`src/rtl/csmeta_pkg.sv`:
```
// Shared types, constants and helper functions of the cache set metadata store.
package csmeta_pkg;

  // Number of sets in the metadata store.
  localparam int NUM_SETS = 1024;

  // Width of the incoming set index field.
  localparam int SET_IDX_W = 10;

  // Address width of the metadata memory.
  localparam int SET_AW = (NUM_SETS > 1) ? $clog2(NUM_SETS) : 1;

  // Field widths of one metadata entry.
  localparam int WAYS    = 4;
  localparam int PLRU_W  = 3;
  localparam int META_W  = 2 * WAYS + PLRU_W;

  // Last address of the clearing pass.
  localparam logic [SET_AW-1:0] LAST_SET = SET_AW'(NUM_SETS - 1);

  // Operation codes of an input beat.
  typedef enum logic [1:0] {
    MODE_TOUCH     = 2'd0,
    MODE_DIRTY_WR  = 2'd1,
    MODE_VALID_WR  = 2'd2,
    MODE_VALID_RD  = 2'd3
  } mode_e;

  // Controller states.
  typedef enum logic [1:0] {
    ST_CLEAR,
    ST_IDLE,
    ST_UPDATE
  } state_e;

  // Input beat payload.
  typedef struct packed {
    mode_e                mode;
    logic [SET_IDX_W-1:0] set_index;
    logic [1:0]           way;
    logic                 bit_value;
  } in_t;

  // Output beat payload.
  typedef struct packed {
    logic              valid_bit;
    logic [WAYS-1:0]   valid_mask;
    logic [WAYS-1:0]   dirty_mask;
    logic [PLRU_W-1:0] plru_bits;
  } out_t;

  // One metadata entry as stored in memory.
  typedef struct packed {
    logic [WAYS-1:0]   valid;
    logic [WAYS-1:0]   dirty;
    logic [PLRU_W-1:0] plru;
  } meta_t;

  // Commands from the controller to the datapath.
  typedef struct packed {
    logic clear_wr;
    logic accept;
    logic update;
  } cmd_t;

  // Status from the datapath to the controller.
  typedef struct packed {
    logic clear_last;
    logic out_busy;
  } sts_t;

  // Tree PLRU update: b2 picks the half, b0 covers ways 0/1, b1 covers ways 2/3.
  function automatic logic [PLRU_W-1:0] plru_after_touch(logic [PLRU_W-1:0] plru,
                                                         logic [1:0] way);
    logic [PLRU_W-1:0] res;
    unique case (way)
      2'd0:    res = {1'b0, plru[1], 1'b0};
      2'd1:    res = {1'b0, plru[1], 1'b1};
      2'd2:    res = {1'b1, 1'b0, plru[0]};
      default: res = {1'b1, 1'b1, plru[0]};
    endcase
    return res;
  endfunction

  // Set one way's bit in a mask to the given value.
  function automatic logic [WAYS-1:0] put_bit(logic [WAYS-1:0] mask, logic [1:0] way,
                                              logic value);
    logic [WAYS-1:0] res;
    res      = mask;
    res[way] = value;
    return res;
  endfunction

  // Fold a set index into the store by restoring compare and subtract steps.
  function automatic logic [SET_AW-1:0] wrap_index(logic [SET_IDX_W-1:0] idx);
    logic [SET_IDX_W-1:0] r;
    r = idx;
    if (NUM_SETS < (1 << SET_IDX_W)) begin
      for (int k = SET_IDX_W - 1; k >= 0; k--) begin
        if (int'(r) >= (NUM_SETS << k)) begin
          r = r - SET_IDX_W'(NUM_SETS << k);
        end
      end
    end
    return SET_AW'(r);
  endfunction

endpackage

```
`src/rtl/csmeta_ctrl.sv`:
```
// Controller state machine: clearing pass, beat acceptance and entry update.
module csmeta_ctrl (
  input  logic               clk_i,
  input  logic               rst_ni,
  input  logic               in_valid_i,
  output logic               in_stall_o,
  input  csmeta_pkg::sts_t   sts_i,
  output csmeta_pkg::cmd_t   cmd_o
);

  csmeta_pkg::state_e state_q, state_d;

  // State register.
  always_ff @(posedge clk_i or negedge rst_ni) begin
    if (!rst_ni) begin
      state_q <= csmeta_pkg::ST_CLEAR;
    end else begin
      state_q <= state_d;
    end
  end

  // Next state and commands.
  always_comb begin
    state_d        = state_q;
    cmd_o          = '0;
    in_stall_o     = 1'b1;
    unique case (state_q)
      csmeta_pkg::ST_CLEAR: begin
        cmd_o.clear_wr = 1'b1;
        if (sts_i.clear_last) begin
          state_d = csmeta_pkg::ST_IDLE;
        end
      end
      csmeta_pkg::ST_IDLE: begin
        in_stall_o = 1'b0;
        if (in_valid_i) begin
          cmd_o.accept = 1'b1;
          state_d      = csmeta_pkg::ST_UPDATE;
        end
      end
      csmeta_pkg::ST_UPDATE: begin
        // Wait until the output register can take the result.
        if (!sts_i.out_busy) begin
          cmd_o.update = 1'b1;
          state_d      = csmeta_pkg::ST_IDLE;
        end
      end
      default: begin
        state_d = csmeta_pkg::ST_CLEAR;
      end
    endcase
  end

endmodule

```
`config.mk`:
```
export PLATFORM = sky130hd
export DESIGN_NAME = csmeta_ctrl
export DESIGN_NICKNAME = d
export VERILOG_FILES = /design/src/rtl/csmeta_pkg.sv /design/src/rtl/csmeta_ctrl.sv
export SDC_FILE = /design/constraint.sdc
export NUM_CORES = 1
export LEC_CHECK = 0
export BUFFER_PORTS_ARGS = -buffer_cell sky130_fd_sc_hd__clkbuf_2
export CAP_MARGIN = 25
export CORE_AREA = 5 5 42 44
export CTS_CLUSTER_DIAMETER = 120
export DETAILED_ROUTE_END_ITERATION = 6
export DIE_AREA = 0 0 47 49
export PLACE_DENSITY_LB_ADDON = 0.08
export SLEW_MARGIN = 20
export SYNTH_ARGS = -nofsm -noshare
export SYNTH_HDL_FRONTEND = slang
export SYNTH_SLANG_ARGS = --single-unit
```
`constraint.sdc`:
```
create_clock -name clk_i -period 2.4 [get_ports clk_i]
set_input_delay 0.48 -clock clk_i [delete_from_list [all_inputs] [get_ports clk_i]]
set_output_delay 0.48 -clock clk_i [all_outputs]
set_load 0.05 [all_outputs]
```
==> metrics.md, run 1 <==
| Metric | Value |
|---|---|
| Area Growth Syn to Fin | 73.33% |
| H-tree depth | 1 |
| PortBufs | 8 |
| Cells on worst reg2reg path | 2 |
| Final setup violation count | 0 |
| Yosys warns | 0 |
| # Max-Cap Violations | 0 |
| Critical path fanouts, max | 7 |
| Top flop regs | state_q: 2 flops |
| Syn nets | 17 |
| Most frequent cells after synthesis | nor2b_1 (3), dfrtp_1 (2) |
| Final nets | 30 |
| Max reg flops | 2 |
| Top cell type's share of synthesized area | 0.4444 |
| Layout cell share with drive strength beyond 1 | 0.4783 |
| Cts hold-fix bufs | 0 |
| Core Region | 0.001401 mm² |
| Top_reg_cell synth | dfrtp_1 |
| CTS tree | yes |
| Worst path top cell family by delay | flip-flops |
| Tightest Hold Check Type | in -> async |
| Met2 routed WL | 145 µm |
| Register area share after synthesis | 0.4444 |
| R2r setup slk | 1.43 ns |
| Reg2reg end | state_q[0]$_DFFE_PN0P_ |
| RSZ-0062 raised after global routing | no |
| Largest Register | state_q |
| Placed wire-length estimate | 249.6 µm |
| Antenna violations before repair | 0 |
| Non-Filler Instances | 39 |
| Vias | 123 |
| Clk sinks | 2 |
| Worst path bufs/invs | 1 |
| Final non-filler cell area | 195.2 µm² |
| First drt pass iteration count | 1 |
| Yosys reg bits | 2 |
| Initial DRC count | 0 |
| Die Width | 47 µm |
| Vias in the first global route | 142 |
| M1 WL | 124 µm |
| Die area | 0.002303 mm² |
| Startpoint type of the worst setup path | flop |
| Asr flop ratio synth | 1.000 |
| ANT nets after route | 0 |
| Status | complete, no violations |
| Max transition margin | 0.8135 |
| CTS clk-pin slew, worst paths | 0.03 ns |
| WL final | 326 µm |
| CP Class | reg -> out |
| Starting Density | 0.08036 |
| CP Cell Sequence | nor2b_1, nor2b_1, clkbuf_2 |
| Die Y-Extent | 49 µm |
| Filler cells | 170 |
| Total GRT Usage | 0.03732 |
| Post-CTS Resized | 0 |
| Drt wl/cell | 8.359 µm |
| Ant diodes | 0 |
| Fin. Hold Viols | 0 |
| Least-Margin Pin Slew | 0.2810 ns |
| DP Area | 172.7 µm² |
| Critical path arrival | 1.24 ns |
| Slowest-stage cell, CP | dfrtp_1 |
| Via/cell ratio | 3.154 |
| WP data required | 1.92 ns |
| GRT overflow | 0 |
| Setup Buffers After CTS | 0 |
| Setup Skew | 0.001579 ns |
| Fmax | 582.7 MHz |
| Most frequent CP cell | nor2b_1 |
| Cell with the most instances after synthesis | nor2b_1 |
| Post-Route Setup TNS | 0 ns |
| Placer Congestion | 0.5639 |
| Synth area leaders | dfrtp_1 (44%), nor2b_1 (17%), and3b_1 (7.8%) |
| Number of synthesized flops with an enable pin | 0 |
| Period minus WS final | 1.716 ns |
| CTS buffer count | 3 |
| IO Count | 9 |
| Final Cycle Share | 0.7151 |
| Critical Path Sink Type | primary output |
| Max Used Layer | met4 |
| Post-synth cell types | 9 |
| CTS max path bufs | 2 |
| Root buf cell | clkbuf_4 |
| Std-Cell Rows | 14 |
| Worst-skew pair later-pin latency | 0.22 ns |
| First-pass GRT wire length | 545 µm |
| Avg Synthesized Cell Area | 9.384 µm² |
| Cell Area, Synth | 112.6 µm² |
| Placed cells | 36 |
| Met3 WL | 38 µm |
| Worst r2r src | state_q[1]$_DFFE_PN0P_ |
| Max stage delay on crit path | 0.41 ns |
| Largest net degree at the start of global routing | 8 |
| Hold slack | 0.03360 ns |
| Cell taking the most area after synthesis | dfrtp_1 |
| FF/Latch Area | 50.05 µm² |
| Area occupied by multi-input gates | 62.56 µm² |
| Slew Viols, Final | 0 |
| Syn Inst Count | 12 |
| # DRC | 0 |
## worst register-to-register path: stages, from the launching register on
cell,delay [ns]
dfrtp_1,0.41
nor2b_1,0.16
o31a_1,0.27
## cells by family (layout without fill, tap and decap cells)
group                  count (synthesis)  in the layout  synth area share
DFF                                    2              2            0.4445
AOI/OAI and AO/OA                      3              3            0.1889
buffers and inverters                  0             11                 0
and+or+nand+nor                        7              7            0.3667
## cell type report
class / instances / area share
tap: 16 / 0.1026
clock buffer: 3 / 0.1154
timing repair buffer: 8 / 0.2051
multi-input combinational: 10 / 0.3205
sequential: 2 / 0.2564
## cells in the final DEF (no fill, tap or decap)
cell,netlist,final
dfrtp_1,2,2
nand2b_1,1,1
o31a_1,1,1
nor2b_1,3,3
nor2_1,1,1
and3b_1,1,1
clkbuf_4,0,3
o21ai_0,1,1
clkbuf_2,0,8
o21bai_1,1,1
nand2_1,1,1
## worst max-delay path by stage
stage | from | to | slack (ns) | cells past startpoint
after global routing | state_q[1]$_DFFE_PN0P_ | cmd_o[0] | 0.57 | 3
after floorplan | sts_i[0] | cmd_o[0] | 0.60 | 2
after CTS | state_q[1]$_DFFE_PN0P_ | cmd_o[0] | 0.66 | 3
after global placement | sts_i[0] | cmd_o[0] | 0.79 | 4
final | state_q[1]$_DFFE_PN0P_ | cmd_o[0] | 0.68 | 3
after detailed placement | sts_i[0] | cmd_o[0] | 0.78 | 4
## metal layers
metal	vias up	global-route usage
met5	-	0
met4	0	0.05530
met3	2	0.01845
met2	7	0.04525
met1	51	0.03516
li1	63	-
## stage by stage
stage | util | setup WS, ns
final | 0.1393 | 0.6839
after global routing | 0.1393 | 0.5726
after CTS | 0.1393 | 0.6567
after detailed placement | 0.1232 | 0.7841
after global placement | 0.1232 | 0.7877
after floorplan | - | 0.5954
Power of run 1 is not shown: default switching activity piles up to over one toggle a cycle in this logic, so the estimate is an artifact.
==> run 2, diff against run 1 <==
clock period = 1.7 ns   (was 2.4 ns; I/O delays follow)
==> metrics.md, run 2 (synthesis results as in run 1) <==
| Metric | Value |
|---|---|
| Least-Margin Pin Slew | 0.2775 ns (-0.003545 ns) |
| First-pass GRT wire length | 524 µm (-3.9%) |
| Setup Buffers After CTS | 0 (unchanged) |
| Final setup violation count | 0 (unchanged) |
| Hold slack | 0.3750 ns (+0.3414 ns) |
| Commonest cells after routing, fill and taps aside | clkbuf_2 (7), nor2b_1 (3), clkbuf_4 (3), dfrtp_1 (2) |
| Worst path top cell family by delay | flip-flops |
| H-tree depth | 1 (unchanged) |
| Most frequent CP cell | nor2b_1 |
| Die Y-Extent | 49 µm (unchanged) |
| Antenna violations before repair | 0 (unchanged) |
| Ant diodes | 0 (unchanged) |
| CTS max path bufs | 2 (unchanged) |
| Final Cycle Share | 0.9169 |
| Commonest non-fill, non-tap cell in the layout | clkbuf_2 |
| Area Growth Syn to Fin | 82.22% |
| Pre-CTS setup slack | 0.3307 ns (-0.4534 ns) |
| Initial DRC count | 2 (+2) |
| Layout cell share with drive strength beyond 1 | 0.4583 (-0.01993) |
| WL final | 327 µm (+0.31%) |
| Drt wl/cell | 8.175 µm (-2.2%) |
| CTS buffer count | 3 (unchanged) |
| PortBufs | 8 (unchanged) |
| Critical path arrival | 1.22 ns (-0.02 ns) |
| Worst path bufs/invs | 1 (unchanged) |
| Max stage delay on crit path | 0.40 ns (about the same) |
| Starting Density | 0.08036 (unchanged) |
| Worst-skew pair later-pin latency | 0.22 ns (about the same) |
| Total GRT Usage | 0.03732 (unchanged) |
| Vias | 124 (+0.81%) |
| Filler cells | 174 (+2.4%) |
| Post-Route Setup TNS | 0 ns (unchanged) |
| Period minus WS final | 1.559 ns |
| Critical Path Sink Type | primary output |
| Core Region | 0.001401 mm² (unchanged) |
| Critical path fanouts, max | 7 (unchanged) |
| Fmax | 641.5 MHz |
| IO Count | 9 (unchanged) |
| CP Cell Sequence | nor2b_1, nor2b_1, buf_2 |
| Fin. Hold Viols | 0 (unchanged) |
| CP Class | reg -> out |
| Largest net degree at the start of global routing | 8 (unchanged) |
| Slowest-stage cell, CP | dfrtp_1 |
| Vias in the first global route | 135 (-4.9%) |
| Leakage power | 0.1018 nW |
| GRT overflow | 0 (unchanged) |
| Via/cell ratio | 3.100 (-1.7%) |
| Status | complete, no violations |
| RSZ-0062 raised after global routing | no |
| CTS tree | yes |
| Largest Register | state_q |
| Root buf cell | clkbuf_4 |
| Worst Slack Setup Final | 0.1413 ns (-0.5426 ns) |
| Startpoint type of the worst setup path | flop |
| WP data required | 1.36 ns (-0.56 ns) |
| Max transition margin | 0.8158 (+0.002353) |
| Worst VDD drop | 0.5160 mV |
| # DRC | 0 (unchanged) |
| CTS clk-pin slew, worst paths | 0.03 ns (about the same) |
| Final nets | 31 (+3.3%) |
| Top flop regs | state_q: 2 flops |
| # Max-Cap Violations | 0 (unchanged) |
| First drt pass iteration count | 3 (+2) |
| Die area | 0.002303 mm² (unchanged) |
| Pwr Density | 2326 mW/mm² |
| Die Width | 47 µm (unchanged) |
| Placer Congestion | 0.6023 (+6.8%) |
| ANT nets after route | 0 (unchanged) |
| Tightest Hold Check Type | in -> reg |
| Max reg flops | 2 (unchanged) |
| Slew Viols, Final | 0 (unchanged) |
| Clk sinks | 2 (unchanged) |
| Setup Skew | 0.001874 ns (+0.0002947 ns) |
| Std-Cell Rows | 14 (unchanged) |
-- run 2: where the power goes --
part / leakage, nW / internal [mW] / switching (mW)
registers: 0.0246 / 0.0712 / 0.0356
logic: 0.0634 / 0.0736 / 0.193
clock network: 0.0138 / 0.0778 / 0.0264
total: 0.102 / 0.223 / 0.255
-- run 2: final cells by class --
type	instances	area, µm²	share of cell area
clock buffers	3	22.52	0.1098
well taps	16	20.02	0.09756
multi-input cells	10	62.56	0.3049
flip-flops and latches	2	50.05	0.2439
repair buffers	9	50.05	0.2439
-- run 2: routing by layer --
metal	global-route usage	wire length [µm]
met1	0.03297	138
met2	0.04525	152
met3	0.01107	36
met4	0.06912	0
met5	0	0
-- run 2: final timing paths --
kind / from / depth (start not counted) / endpoint / slack (ns)
max in group asynchronous: rst_ni / 2 / state_q[1]$_DFFE_PN0P_ / 1.17
worst min-delay path: sts_i[0] / 3 / state_q[1]$_DFFE_PN0P_ / 0.38
worst max register to register: state_q[1]$_DFFE_PN0P_ / 2 / state_q[0]$_DFFE_PN0P_ / 0.73
worst max-delay path: state_q[1]$_DFFE_PN0P_ / 3 / cmd_o[0] / 0.14
min in group asynchronous: rst_ni / 2 / state_q[0]$_DFFE_PN0P_ / 0.44
worst min register to register: state_q[0]$_DFFE_PN0P_ / 1 / state_q[1]$_DFFE_PN0P_ / 0.58
-- run 2: what timing repair did --
item,in CTS,in global routing
setup endpoints to repair,0,1
hold buffers,1,0
endpoints found under the hold margin,2,0
resized for setup,0,1
-- run 2: through the flow --
stage                     total power, mW  cells  cell area [µm²]    util
after CTS                          0.4912     40            205.2  0.1464
after floorplan                    0.3131     12            112.6       -
after detailed placement           0.3763     36            172.7  0.1232
after global placement             0.3800     36            172.7  0.1232
after global routing               0.5109     40            205.2  0.1464
final                              0.4773     40            205.2  0.1464
-- run 2: worst min-delay path: stages --
cell,delay [ns]
clkbuf_2,0.09
nand2_1,0.06
o21bai_1,0.06
Note: power is estimated with default switching activity, not from simulation.
